--- src/rtl/assert_macros.svh ---
// ----------------------------------------------------------------------------
// Assertion macros
// Clocked assertion shorthands used by the RTL file that checks itself.
// ----------------------------------------------------------------------------
`ifndef ASSERT_MACROS_SVH
`define ASSERT_MACROS_SVH

// A property that must hold at every clock edge outside reset.
`define PIDV_ASSERT(label, prop, msg) \
	label: assert property (@(posedge clk) disable iff (!arst_n) (prop)) else $error(msg);

// A consequence that must hold in the same cycle as its antecedent.
`define PIDV_ASSERT_IMP(label, ante, cons, msg) \
	label: assert property (@(posedge clk) disable iff (!arst_n) (ante) |-> (cons)) else $error(msg);

// A consequence that must hold in the cycle after its antecedent.
`define PIDV_ASSERT_NEXT(label, ante, cons, msg) \
	label: assert property (@(posedge clk) disable iff (!arst_n) (ante) |=> (cons)) else $error(msg);

`endif

--- src/rtl/pidv_pkg.sv ---
// ----------------------------------------------------------------------------
// PID with variable integral: shared package
// Widths, register codes, reset values, controller states and multiplier types.
// ----------------------------------------------------------------------------
package pidv_pkg;

	localparam int VALUE_W  = 32;
	localparam int INTEG_W  = 48;
	localparam int GAIN_W   = 20;
	localparam int RECIP_W  = 16;
	localparam int FRAC_W   = 16;
	localparam int WEIGHT_W = FRAC_W + 1;
	localparam int DIFF_W   = VALUE_W + 1;
	localparam int ACC_W    = INTEG_W + 6;

	localparam int DIGIT_W  = 4;
	localparam int MR_W     = GAIN_W;
	localparam int MC_W     = INTEG_W + 5;
	localparam int PROD_W   = MC_W + MR_W;
	localparam int NDIG     = (MR_W + DIGIT_W - 1) / DIGIT_W;
	localparam int CNT_W    = $clog2(NDIG);

	localparam int DATA_W    = 32;
	localparam int ADDR_W    = 5;
	localparam int REG_IDX_W = 3;

	localparam logic [WEIGHT_W-1:0] ONE_Q16 = WEIGHT_W'(1) << FRAC_W;

	localparam logic [GAIN_W-1:0]         PROP_GAIN_RST  = GAIN_W'(13107);
	localparam logic [GAIN_W-1:0]         INTEG_GAIN_RST = GAIN_W'(6554);
	localparam logic [GAIN_W-1:0]         DERIV_GAIN_RST = GAIN_W'(13107);
	localparam logic signed [VALUE_W-1:0] SEP_HIGH_RST   = VALUE_W'(13107200);
	localparam logic signed [VALUE_W-1:0] SEP_LOW_RST    = VALUE_W'(11796480);
	localparam logic [RECIP_W-1:0]        RAMP_RECIP_RST = RECIP_W'(3277);

	typedef enum logic [REG_IDX_W-1:0] {
		REG_PROP_GAIN  = 3'd0,
		REG_INTEG_GAIN = 3'd1,
		REG_DERIV_GAIN = 3'd2,
		REG_SEP_HIGH   = 3'd3,
		REG_SEP_LOW    = 3'd4,
		REG_RAMP_RECIP = 3'd5
	} reg_idx_t;

	typedef enum logic [3:0] {
		ST_IDLE,
		ST_ERROR,
		ST_CLASSIFY,
		ST_MUL_W,
		ST_MUL_P,
		ST_MUL_D,
		ST_MUL_I1,
		ST_MUL_I,
		ST_SUM
	} state_t;

	typedef struct packed {
		logic                   start;
		logic [MC_W-1:0]        mcand;
		logic [MR_W-1:0]        mplier;
	} mul_req_t;

	typedef struct packed {
		logic busy;
		logic done;
	} mul_stat_t;

endpackage

--- src/rtl/pidv_mul.sv ---
// ----------------------------------------------------------------------------
// Digit-serial multiplier
// Signed multiplicand times unsigned multiplier, one four-bit digit per cycle.
// ----------------------------------------------------------------------------
module pidv_mul (
	input  logic                                  clk,
	input  logic                                  arst_n,
	input  pidv_pkg::mul_req_t                    req,
	output pidv_pkg::mul_stat_t                   stat,
	output logic signed [pidv_pkg::PROD_W-1:0]    product
);

	logic signed [pidv_pkg::PROD_W-1:0] mc_q;
	logic signed [pidv_pkg::PROD_W-1:0] prod_q;
	logic signed [pidv_pkg::PROD_W-1:0] pp;
	logic [pidv_pkg::MR_W-1:0]          mr_q;
	logic [pidv_pkg::CNT_W-1:0]         cnt_q;
	logic                               busy_q;
	logic                               done_q;
	logic                               last;

	assign pp   = mc_q * $signed({1'b0, mr_q[pidv_pkg::DIGIT_W-1:0]});
	assign last = (cnt_q == pidv_pkg::CNT_W'(pidv_pkg::NDIG - 1));

	always_ff @(posedge clk or negedge arst_n) begin
		if (!arst_n) begin
			busy_q <= 1'b0;
			done_q <= 1'b0;
			cnt_q  <= '0;
		end else if (req.start) begin
			busy_q <= 1'b1;
			done_q <= 1'b0;
			cnt_q  <= '0;
		end else if (busy_q) begin
			cnt_q  <= cnt_q + pidv_pkg::CNT_W'(1);
			done_q <= last;
			if (last) begin
				busy_q <= 1'b0;
			end
		end else begin
			done_q <= 1'b0;
		end
	end

	always_ff @(posedge clk) begin
		if (req.start) begin
			mc_q   <= {{(pidv_pkg::PROD_W - pidv_pkg::MC_W){req.mcand[pidv_pkg::MC_W-1]}},
				req.mcand};
			mr_q   <= req.mplier;
			prod_q <= '0;
		end else if (busy_q) begin
			prod_q <= prod_q + pp;
			mc_q   <= mc_q <<< pidv_pkg::DIGIT_W;
			mr_q   <= mr_q >> pidv_pkg::DIGIT_W;
		end
	end

	assign stat.busy = busy_q;
	assign stat.done = done_q;
	assign product   = prod_q;

endmodule

--- src/rtl/pid_variable_integral_unit.sv ---
// ----------------------------------------------------------------------------
// PID controller with variable integral weight
// Positional PID on a unity simulated plant, Q16.16 values and Q4.16 gains.
// ----------------------------------------------------------------------------
// Each transaction on the s_axis channel carries a setpoint; the block answers
// with exactly one drive value on the m_axis channel. The error is the setpoint
// minus the previous drive. The integral weight is zero above sep_high, one
// below sep_low and ramps in between; the integral and the drive saturate.
// The user must set gains and thresholds through the APB port only while the
// block is idle; the block itself does not enforce this. A new setpoint is
// accepted only in the idle state, after the previous one has been worked
// through. One shared multiplier handles four multiplier bits per cycle and
// makes four or five passes, for the proportional, derivative, two integral
// products and the ramp weight; the ramp weight pass runs only when the
// error lies in the ramp band.
// Reset loads the default gains and thresholds and clears the measurement,
// previous error and integral. A finished drive waits in an output register;
// the next setpoint is accepted meanwhile and its result is held back until
// the receiver has taken the earlier one.
// ----------------------------------------------------------------------------
`include "assert_macros.svh"

module pid_variable_integral_unit (
	input  logic                                  clk,
	input  logic                                  arst_n,
	input  logic                                  s_axis_tvalid,
	output logic                                  s_axis_tready,
	input  logic [pidv_pkg::VALUE_W-1:0]          s_axis_tdata,  // [31:0] setpoint
	output logic                                  m_axis_tvalid,
	input  logic                                  m_axis_tready,
	output logic [pidv_pkg::VALUE_W-1:0]          m_axis_tdata,  // [31:0] drive
	input  logic                                  psel,
	input  logic                                  penable,
	input  logic                                  pwrite,
	input  logic [pidv_pkg::ADDR_W-1:0]           paddr,
	input  logic [pidv_pkg::DATA_W-1:0]           pwdata,
	output logic [pidv_pkg::DATA_W-1:0]           prdata,
	output logic                                  pready
);

	localparam int VW = pidv_pkg::VALUE_W;
	localparam int IW = pidv_pkg::INTEG_W;
	localparam int AW = pidv_pkg::ACC_W;
	localparam int FW = pidv_pkg::FRAC_W;
	localparam int MW = pidv_pkg::MC_W;

	localparam logic signed [VW-1:0] VMAX = {1'b0, {(VW-1){1'b1}}};
	localparam logic signed [VW-1:0] VMIN = {1'b1, {(VW-1){1'b0}}};
	localparam logic signed [IW-1:0] IMAX = {1'b0, {(IW-1){1'b1}}};
	localparam logic signed [IW-1:0] IMIN = {1'b1, {(IW-1){1'b0}}};

	logic [pidv_pkg::GAIN_W-1:0]         prop_gain_q;
	logic [pidv_pkg::GAIN_W-1:0]         integ_gain_q;
	logic [pidv_pkg::GAIN_W-1:0]         deriv_gain_q;
	logic signed [VW-1:0]                sep_high_q;
	logic signed [VW-1:0]                sep_low_q;
	logic [pidv_pkg::RECIP_W-1:0]        ramp_recip_q;

	logic signed [VW-1:0]                measured_q;
	logic signed [VW-1:0]                prev_error_q;
	logic signed [IW-1:0]                integ_q;

	logic signed [VW-1:0]                setpoint_q;
	logic signed [VW-1:0]                e_q;
	logic [pidv_pkg::WEIGHT_W-1:0]       w_q;
	logic signed [AW-1:0]                acc_q;
	logic signed [MW-1:0]                i1_q;
	logic                                m_tvalid_q;
	logic [VW-1:0]                       m_tdata_q;

	pidv_pkg::state_t                    state_q;
	pidv_pkg::state_t                    state_d;

	pidv_pkg::mul_req_t                  mul_req;
	pidv_pkg::mul_stat_t                 mul_stat;
	logic signed [pidv_pkg::PROD_W-1:0]  product;

	logic                                cfg_wr;
	logic                                in_accept;
	logic                                out_free;
	logic                                out_load;
	logic                                in_mul;
	logic                                above;
	logic                                below;

	logic signed [pidv_pkg::DIFF_W-1:0]  err_diff;
	logic signed [VW-1:0]                err_sat;
	logic signed [IW:0]                  integ_sum;
	logic signed [IW-1:0]                integ_sat;
	logic signed [pidv_pkg::DIFF_W-1:0]  ramp_op;
	logic signed [pidv_pkg::DIFF_W-1:0]  deriv_op;
	logic [VW-1:0]                       w_raw;
	logic signed [AW-1:0]                term;
	logic signed [VW-1:0]                drive;

	// Configuration registers.
	assign pready = 1'b1;
	assign cfg_wr = psel && penable && pwrite && pready;

	always_ff @(posedge clk or negedge arst_n) begin
		if (!arst_n) begin
			prop_gain_q  <= pidv_pkg::PROP_GAIN_RST;
			integ_gain_q <= pidv_pkg::INTEG_GAIN_RST;
			deriv_gain_q <= pidv_pkg::DERIV_GAIN_RST;
			sep_high_q   <= pidv_pkg::SEP_HIGH_RST;
			sep_low_q    <= pidv_pkg::SEP_LOW_RST;
			ramp_recip_q <= pidv_pkg::RAMP_RECIP_RST;
		end else if (cfg_wr) begin
			case (pidv_pkg::reg_idx_t'(paddr[pidv_pkg::ADDR_W-1:2]))
				pidv_pkg::REG_PROP_GAIN:  prop_gain_q  <= pwdata[pidv_pkg::GAIN_W-1:0];
				pidv_pkg::REG_INTEG_GAIN: integ_gain_q <= pwdata[pidv_pkg::GAIN_W-1:0];
				pidv_pkg::REG_DERIV_GAIN: deriv_gain_q <= pwdata[pidv_pkg::GAIN_W-1:0];
				pidv_pkg::REG_SEP_HIGH:   sep_high_q   <= pwdata[VW-1:0];
				pidv_pkg::REG_SEP_LOW:    sep_low_q    <= pwdata[VW-1:0];
				pidv_pkg::REG_RAMP_RECIP: ramp_recip_q <= pwdata[pidv_pkg::RECIP_W-1:0];
				default: ;
			endcase
		end
	end

	always_comb begin
		case (pidv_pkg::reg_idx_t'(paddr[pidv_pkg::ADDR_W-1:2]))
			pidv_pkg::REG_PROP_GAIN:  prdata = pidv_pkg::DATA_W'(prop_gain_q);
			pidv_pkg::REG_INTEG_GAIN: prdata = pidv_pkg::DATA_W'(integ_gain_q);
			pidv_pkg::REG_DERIV_GAIN: prdata = pidv_pkg::DATA_W'(deriv_gain_q);
			pidv_pkg::REG_SEP_HIGH:   prdata = pidv_pkg::DATA_W'(sep_high_q);
			pidv_pkg::REG_SEP_LOW:    prdata = pidv_pkg::DATA_W'(sep_low_q);
			pidv_pkg::REG_RAMP_RECIP: prdata = pidv_pkg::DATA_W'(ramp_recip_q);
			default:                  prdata = '0;
		endcase
	end

	// Error, classification and integral update.
	assign err_diff = {setpoint_q[VW-1], setpoint_q} - {measured_q[VW-1], measured_q};
	assign err_sat  = (err_diff[VW] != err_diff[VW-1]) ? (err_diff[VW] ? VMIN : VMAX)
		: err_diff[VW-1:0];

	assign above = (e_q > sep_high_q);
	assign below = (e_q < sep_low_q);

	assign integ_sum = {integ_q[IW-1], integ_q} + {{(IW+1-VW){e_q[VW-1]}}, e_q};
	assign integ_sat = (integ_sum[IW] != integ_sum[IW-1]) ? (integ_sum[IW] ? IMIN : IMAX)
		: integ_sum[IW-1:0];

	assign ramp_op  = {sep_high_q[VW-1], sep_high_q} - {e_q[VW-1], e_q};
	assign deriv_op = {e_q[VW-1], e_q} - {prev_error_q[VW-1], prev_error_q};

	assign w_raw = product[FW +: VW];
	assign term  = product[FW +: AW];

	assign drive = (&acc_q[AW-1:VW-1] || ~|acc_q[AW-1:VW-1]) ? acc_q[VW-1:0]
		: (acc_q[AW-1] ? VMIN : VMAX);

	assign out_free = !m_tvalid_q || m_axis_tready;

	// Next state.
	always_comb begin
		state_d = state_q;
		case (state_q)
			pidv_pkg::ST_IDLE: begin
				if (s_axis_tvalid) begin
					state_d = pidv_pkg::ST_ERROR;
				end
			end
			pidv_pkg::ST_ERROR:    state_d = pidv_pkg::ST_CLASSIFY;
			pidv_pkg::ST_CLASSIFY: state_d = (above || below) ? pidv_pkg::ST_MUL_P
				: pidv_pkg::ST_MUL_W;
			pidv_pkg::ST_MUL_W: begin
				if (mul_stat.done) begin
					state_d = pidv_pkg::ST_MUL_P;
				end
			end
			pidv_pkg::ST_MUL_P: begin
				if (mul_stat.done) begin
					state_d = pidv_pkg::ST_MUL_D;
				end
			end
			pidv_pkg::ST_MUL_D: begin
				if (mul_stat.done) begin
					state_d = pidv_pkg::ST_MUL_I1;
				end
			end
			pidv_pkg::ST_MUL_I1: begin
				if (mul_stat.done) begin
					state_d = pidv_pkg::ST_MUL_I;
				end
			end
			pidv_pkg::ST_MUL_I: begin
				if (mul_stat.done) begin
					state_d = pidv_pkg::ST_SUM;
				end
			end
			pidv_pkg::ST_SUM: begin
				if (out_free) begin
					state_d = pidv_pkg::ST_IDLE;
				end
			end
			default: state_d = pidv_pkg::ST_IDLE;
		endcase
	end

	// Controller outputs and multiplier operands.
	always_comb begin
		s_axis_tready  = 1'b0;
		out_load       = 1'b0;
		in_mul         = 1'b0;
		mul_req.mcand  = '0;
		mul_req.mplier = '0;
		case (state_q)
			pidv_pkg::ST_IDLE: s_axis_tready = 1'b1;
			pidv_pkg::ST_MUL_W: begin
				in_mul         = 1'b1;
				mul_req.mcand  = MW'(ramp_op);
				mul_req.mplier = pidv_pkg::MR_W'(ramp_recip_q);
			end
			pidv_pkg::ST_MUL_P: begin
				in_mul         = 1'b1;
				mul_req.mcand  = MW'(e_q);
				mul_req.mplier = prop_gain_q;
			end
			pidv_pkg::ST_MUL_D: begin
				in_mul         = 1'b1;
				mul_req.mcand  = MW'(deriv_op);
				mul_req.mplier = deriv_gain_q;
			end
			pidv_pkg::ST_MUL_I1: begin
				in_mul         = 1'b1;
				mul_req.mcand  = MW'(integ_q);
				mul_req.mplier = integ_gain_q;
			end
			pidv_pkg::ST_MUL_I: begin
				in_mul         = 1'b1;
				mul_req.mcand  = i1_q;
				mul_req.mplier = pidv_pkg::MR_W'(w_q);
			end
			pidv_pkg::ST_SUM: out_load = out_free;
			default: ;
		endcase
		mul_req.start = in_mul && !mul_stat.busy && !mul_stat.done;
	end

	assign in_accept = s_axis_tvalid && s_axis_tready;

	always_ff @(posedge clk or negedge arst_n) begin
		if (!arst_n) begin
			state_q <= pidv_pkg::ST_IDLE;
		end else begin
			state_q <= state_d;
		end
	end

	// Controller state carried from one setpoint to the next.
	always_ff @(posedge clk or negedge arst_n) begin
		if (!arst_n) begin
			measured_q   <= '0;
			prev_error_q <= '0;
			integ_q      <= '0;
		end else begin
			if (state_q == pidv_pkg::ST_CLASSIFY && !above) begin
				integ_q <= integ_sat;
			end
			if (out_load) begin
				measured_q   <= drive;
				prev_error_q <= e_q;
			end
		end
	end

	// Working registers of the current transaction.
	always_ff @(posedge clk) begin
		if (in_accept) begin
			setpoint_q <= s_axis_tdata;
		end
		if (state_q == pidv_pkg::ST_ERROR) begin
			e_q <= err_sat;
		end
		if (state_q == pidv_pkg::ST_CLASSIFY) begin
			w_q <= above ? '0 : pidv_pkg::ONE_Q16;
		end
		if (mul_stat.done) begin
			case (state_q)
				pidv_pkg::ST_MUL_W: w_q <= (w_raw > VW'(pidv_pkg::ONE_Q16)) ? pidv_pkg::ONE_Q16
					: w_raw[pidv_pkg::WEIGHT_W-1:0];
				pidv_pkg::ST_MUL_P:  acc_q <= term;
				pidv_pkg::ST_MUL_D:  acc_q <= acc_q + term;
				pidv_pkg::ST_MUL_I1: i1_q  <= product[FW +: MW];
				pidv_pkg::ST_MUL_I:  acc_q <= acc_q + term;
				default: ;
			endcase
		end
	end

	// Output register.
	always_ff @(posedge clk or negedge arst_n) begin
		if (!arst_n) begin
			m_tvalid_q <= 1'b0;
		end else if (out_load) begin
			m_tvalid_q <= 1'b1;
		end else if (m_axis_tready) begin
			m_tvalid_q <= 1'b0;
		end
	end

	always_ff @(posedge clk) begin
		if (out_load) begin
			m_tdata_q <= drive;
		end
	end

	assign m_axis_tvalid = m_tvalid_q;
	assign m_axis_tdata  = m_tdata_q;

	pidv_mul u_mul (
		.clk     (clk),
		.arst_n  (arst_n),
		.req     (mul_req),
		.stat    (mul_stat),
		.product (product)
	);

	`PIDV_ASSERT_IMP(a_mul_start_free, mul_req.start, !mul_stat.busy, "multiplier restarted while busy")
	`PIDV_ASSERT_IMP(a_out_no_overwrite, out_load, !m_tvalid_q || m_axis_tready, "pending drive overwritten")
	`PIDV_ASSERT_NEXT(a_integ_frozen, (state_q == pidv_pkg::ST_CLASSIFY) && above, $stable(integ_q), "integral moved above threshold")
	`PIDV_ASSERT_IMP(a_weight_max, state_q == pidv_pkg::ST_MUL_I, w_q <= pidv_pkg::ONE_Q16, "integral weight above one")

endmodule
--- config.mk ---
export PLATFORM = sky130hd
export DESIGN_NAME = pid_variable_integral_unit
export DESIGN_NICKNAME = d
export VERILOG_FILES = /design/src/rtl/pidv_pkg.sv /design/src/rtl/pidv_mul.sv /design/src/rtl/pid_variable_integral_unit.sv
export VERILOG_INCLUDE_DIRS = /design/src /design/src/rtl
export SDC_FILE = /design/constraint.sdc
export NUM_CORES = 2
export LEC_CHECK = 0
export BUFFER_PORTS_ARGS = -buffer_cell sky130_fd_sc_hd__buf_2
export CORE_MARGIN = 2
export CORE_UTILIZATION = 45
export CTS_CLUSTER_DIAMETER = 80
export DETAILED_ROUTE_END_ITERATION = 8
export PLACE_DENSITY = 0.65
export SLEW_MARGIN = 20
export SYNTH_ARGS = -nofsm -noshare
export SYNTH_HDL_FRONTEND = slang
export SYNTH_SLANG_ARGS = --single-unit
export TNS_END_PERCENT = 10
--- constraint.sdc ---
create_clock -name clk -period 6.95 [get_ports clk]
set_input_delay 0.695 -clock clk [delete_from_list [all_inputs] [get_ports clk]]
set_output_delay 0.695 -clock clk [all_outputs]
set_load 0.02 [all_outputs]
# Yosys cells after proc, flatten, opt, wreduce, memory -nomap -nowiden
# Cells that the tools add are included.
# totals
regBits	648
in_bits	76
output_inout_bits	67
elab_cells	128
# classes
n_addsub	7
multipliers	1
n_lt_le_gt_ge	3
n_eq_ne	23
n_mux	39
reduce_logical	32
# op_table
operator	n
73-bit case mux with 5 select lines	1
32-bit case mux with 6 select lines	1
73-bit two-way mux	2
32-bit two-way mux	4
54-bit case mux with 2 select lines	1
32-bit by 32-bit subtractor with 33-bit output	3
48-bit two-way mux	2
17-bit two-way mux	5
73-bit adder	1
73-bit by 5-bit multiplier with 73-bit output	1
54-bit adder	1
48-bit by 32-bit adder with 49-bit output	1
20-bit two-way mux	2
4-bit case mux with 9 select lines	1
32-bit by 17-bit greater-than comparator with 1-bit output, second input constant	1
32-bit greater-than comparator	1
32-bit < comparator	1
4-bit two-way mux	7
23-bit AND reduction	1
23-bit OR reduction	1
4-bit by 3-bit == test with 1-bit output, second input constant	4
2-bit AND reduction	8
1-bit two-way mux	10
2-bit by 1-bit != test with 1-bit output, second input constant	5
19 further kinds	40

# Logic depth before layout (Yosys ltp)
# logic_depth
depth_word	6
depth_mapped	24
ltp_nobuf	20

# Cells and area by module
# From an unflattened synthesis, not the netlist that was laid out.
# hier_totals
cells_unflattened	5390
area_unflattened_um2	51074.0
# by_module_without_submodules
mod	instances	cells_per_inst	area_each_um2	seq_area_each_um2
pid_variable_integral_unit	1	3351	32143.3	12913.6
pidv_mul	1	2039	18930.7	4379.2

# Least setup slack after synthesis
# Ideal clock, no wire load.
# synth_timing
kind	reg-to-reg
from	register u_mul.mr_q[1] (netlist bit)
to	register u_mul.prod_q, in the netlist u_mul.product[68]
setup_time_ns	0.263
t_arrival_ns	5.181
required_ns	6.687
path_slack_ns	1.505
path_stages_with_launch	25
path_buffers	4
period_less_slack_ns	5.445
cell_sequence	edfxtp_1 -> clkbuf_1 -> clkbuf_1 -> clkbuf_1 -> nand2_1 -> fa_1 -> inv_1 -> fa_1 -> inv_1 -> fa_1 -> inv_1 -> ha_1 -> clkbuf_1 -> a21oi_1 -> o21ai_0 -> a211o_1 -> o41ai_1 -> o31a_1 -> a211oi_2 -> o21ai_1 -> a21oi_2 -> nor3_1 -> o31ai_1 -> xnor2_1 -> o22ai_1
# synth_via
elab_chain_cells	2
# synth_lines
item	line_no	source
start, declared	pidv_mul.sv:16	logic [pidv_pkg::MR_W-1:0] mr_q;
start signal, assigned	pidv_mul.sv:49	mr_q <= req.mplier;
start signal, assigned	pidv_mul.sv:54	mr_q <= mr_q >> pidv_pkg::DIGIT_W;
73-bit by 5-bit multiplier with 73-bit output	pidv_mul.sv:22	assign pp = mc_q * $signed({1'b0, mr_q[pidv_pkg::DIGIT_W-1:0]});
73-bit adder	pidv_mul.sv:52	prod_q <= prod_q + pp;
end signal, assigned	pidv_mul.sv:52	
end, declared	pidv_mul.sv:14	logic signed [pidv_pkg::PROD_W-1:0] prod_q;
# No other way between the ends.
# A chain may end at the register's enable or synchronous reset.

# Worst setup path in the final report
# layout_timing
from	register u_mul.mr_q[0] (netlist bit)
to	register u_mul.prod_q, in the netlist u_mul.product[58]
# The elaborated chain is that of the path after synthesis.

==> results.md <==
- Status: complete, but fails checks
- Failing checks: DRC
- Compound-Gate Fraction of Synth Area: 19.59%
- Clock Sink Count: 642
- Resize count post-CTS: 0
- Post-synth EDFFs: 293
- Die ar.: 111000 um^2
- First-pass GRT wire length: 231000 um
- Gpl congestion: 0.9366
- Vias in the first global route: 38870
- Xor and xnor area share after synthesis: 4.347%
- Most common cell after layout, fill and taps aside: inv_1
- Synth Register Bits: 642
- 1st-iter DRT viols: 3448
- Pin count of the biggest net entering global routing: 110
- Synth warnings: 0
- Num ports: 143
- GRT Overall Usage: 26.78%
- Post-route ant nets: 0
- Met3 Track Usage GR: 4.297%
- Via/cell ratio: 5.884
- Met1 Use GR: 35.53%
- Critical path launch point type: register
- Clk buf depth: 3
- Synth area leader: edfxtp_1
- CP required: 7.49 ns
- Endpoint class of the critical path: register
- Worst-path fanout max: 22
- Drt wl/cell: 22.36 um
- Syn nets: 5826
- Max-cap violations: 0
- Row Count: 120
- Setup Skew: 0.03504 ns
- CORE AREA: 107200 um^2
- CTS tree: done
- Final Hold Vio Count: 0
- Final Max Slew Viols: 0
- WS Path Type: register to register
- CP top delay family: compound AO/OA/AOI/OAI gates
- H-tree lvl count: 3
- Worst Path Arrival: 7.12 ns
- Largest family of logic cells by synthesized area: compound AO/OA/AOI/OAI gates
- Final net count: 5878
- Die H: 333.2 um
- DRT Pass-1 Iters: 9
- Filler instances: 9915
- Worst Hold Class: input port to async pin
- Initial antenna violation count: 3
- CTS clk-pin slew, worst paths: 0.06 ns
- Cell Chain, Critical Path: nand2_1 > fa_1 > inv_1 > fa_1 > inv_1 > fa_1 > inv_1 > ha_1 > a21o_1 > a221oi_1 > a31oi_1 > o41ai_1 > o31a_1 > a211oi_2 > o21ai_1 > nor2b_1 > o21a_1 > o21ai_1 > xnor2_1 > a22o_1
- DRC Markers: 1
- Die Wd: 333.2 um
- Fin Setup TNS: 0 ns
- Unrepaired setup endpoints after global routing: false
- Synth Area in Adders: 18.54%
- Avg Inst Size Synth: 9.418 um^2
- Hold-fix buffers, CTS: 0
- Detailed placement HPWL: 110600 um
- CTS root buffer: clkbuf_16
- Vias: 39400
- GRT busiest layer: met2
- Min cycle time layout: 6.580 ns
- Share of layout cells above drive strength 1: 11.30%
- Total CTS buffers: 74
- Total buffers and inverters traversed by the critical path: 3
- Seq/Total Area, Yosys: 35.16%
- CP peak stage delay: 1.06 ns
- Worst-skew pair later-pin latency: 0.67 ns
- Mapped Area: 48760 um^2
- Commonest cells after routing, fill and taps aside: inv_1, nand2_1, ha_1
- Met2 Usage GRT: 43.37%
- Effective utilization at floorplan: 45.48%
- Period utilisation layout: 94.68%
- Fmax achieved: 152.0 MHz
- Mux cell area share after synthesis: 3.482%
- Top post-synthesis cells by area: edfxtp_1, dfrtp_1, ha_1
- PortBufs: 139
- Least-Margin Pin Slew: 1.169 ns
- Total wire length: 149700 um
- Area grow syn2layout: 10.00%
- Slew HR: 21.25%
- Grt total ovfl: 0
- Worst path slowest cell: edfxtp_1
- Asr flop ratio synth: 40.81%
- Synth top area share: 18.05%
- Post-CTS setup buffers: 0
- Cell count after synthesis: 5177
- Simple-gate share of the synthesized area: 12.67%
- Synth unique cells: 93
- Main flop type after synthesis: edfxtp_1
- Final setup vio count: 0
metal layers:
layer,wire (um),vias to the layer above
met3,10030,319
met2,68720,1340
met5,14,-
met4,7193,2
met1,63770,19330
li1,-,18410
synthesized netlist by cell type (141+ instances only):
library cell / number
a21oi_1: 329
nand2_1: 495
xnor2_1: 154
mux2_2: 141
nor2_1: 199
ha_1: 368
o21ai_0: 345
fa_1: 205
clkbuf_1: 216
edfxtp_1: 293
dfrtp_1: 225
a21o_1: 220
and2_1: 197
inv_1: 538
metrics by stage:
step	cell area (um^2)	setup slack, ns	util [%]	cells	hold WS (ns)
6_report	53630	0.3696	50.03	6697	0.1107
5_1_grt	53630	0.09013	50.02	6694	0.1533
4_1_cts	53620	0.5271	50.01	6694	0.1305
3_5_place_dp	51060	0.5884	47.63	6556	0.4606
3_3_place_gp	51040	0.5368	47.61	6555	0.4514
2_1_floorplan	48760	1.505	-	5177	0.3994
area by class of cell:
type	instances	area, um^2	area share, %
Antenna cell	3	7.507	0.01400
Clock inverter	39	465.4	0.8678
Sequential cell	642	17140	31.96
Timing Repair Buffer	229	1394	2.599
Multi-Input combinational cell	3742	28750	53.60
Tap cell	1403	1755	3.273
Inverter	540	2029	3.784
Clock buffer	99	2088	3.894
path summary, 6_finish.rpt:
kind                                       start           endpoint  slack (ns)  cells after the start
worst min-delay path                      arst_n    ramp_recip_q[9]        0.11                      1
max in group asynchronous                 arst_n       u_mul.busy_q        5.31                      2
worst max-delay path               u_mul.mr_q[0]  u_mul.product[58]        0.37                     20
min in group clk                 s_axis_tdata[2]      setpoint_q[2]        0.21                      1
worst min register to register  u_mul.product[0]   u_mul.product[0]        0.47                      2
worst max register to register     u_mul.mr_q[0]  u_mul.product[58]        0.37                     20
registers in the layout (all words and copies together) (netlist names), 48 cells and up:
name and cells:
integ_q 48, i1_q 53, acc_q 54, u_mul.product 70, u_mul.mc_q 70
logic make-up (layout without fill, tap and decap cells):
family,Yosys count,after routing
AOI/OAI and AO/OA,1463,1463
xor gates and xnor gates,242,242
adders and majority gates,606,606
buffers and inverters,793,907
DFF,642,642
muxes,152,152
other,1,4
and+or+nand+nor,1278,1278
Power is not shown: default switching activity piles up to over one toggle a cycle in this logic, so the estimate is an artifact.
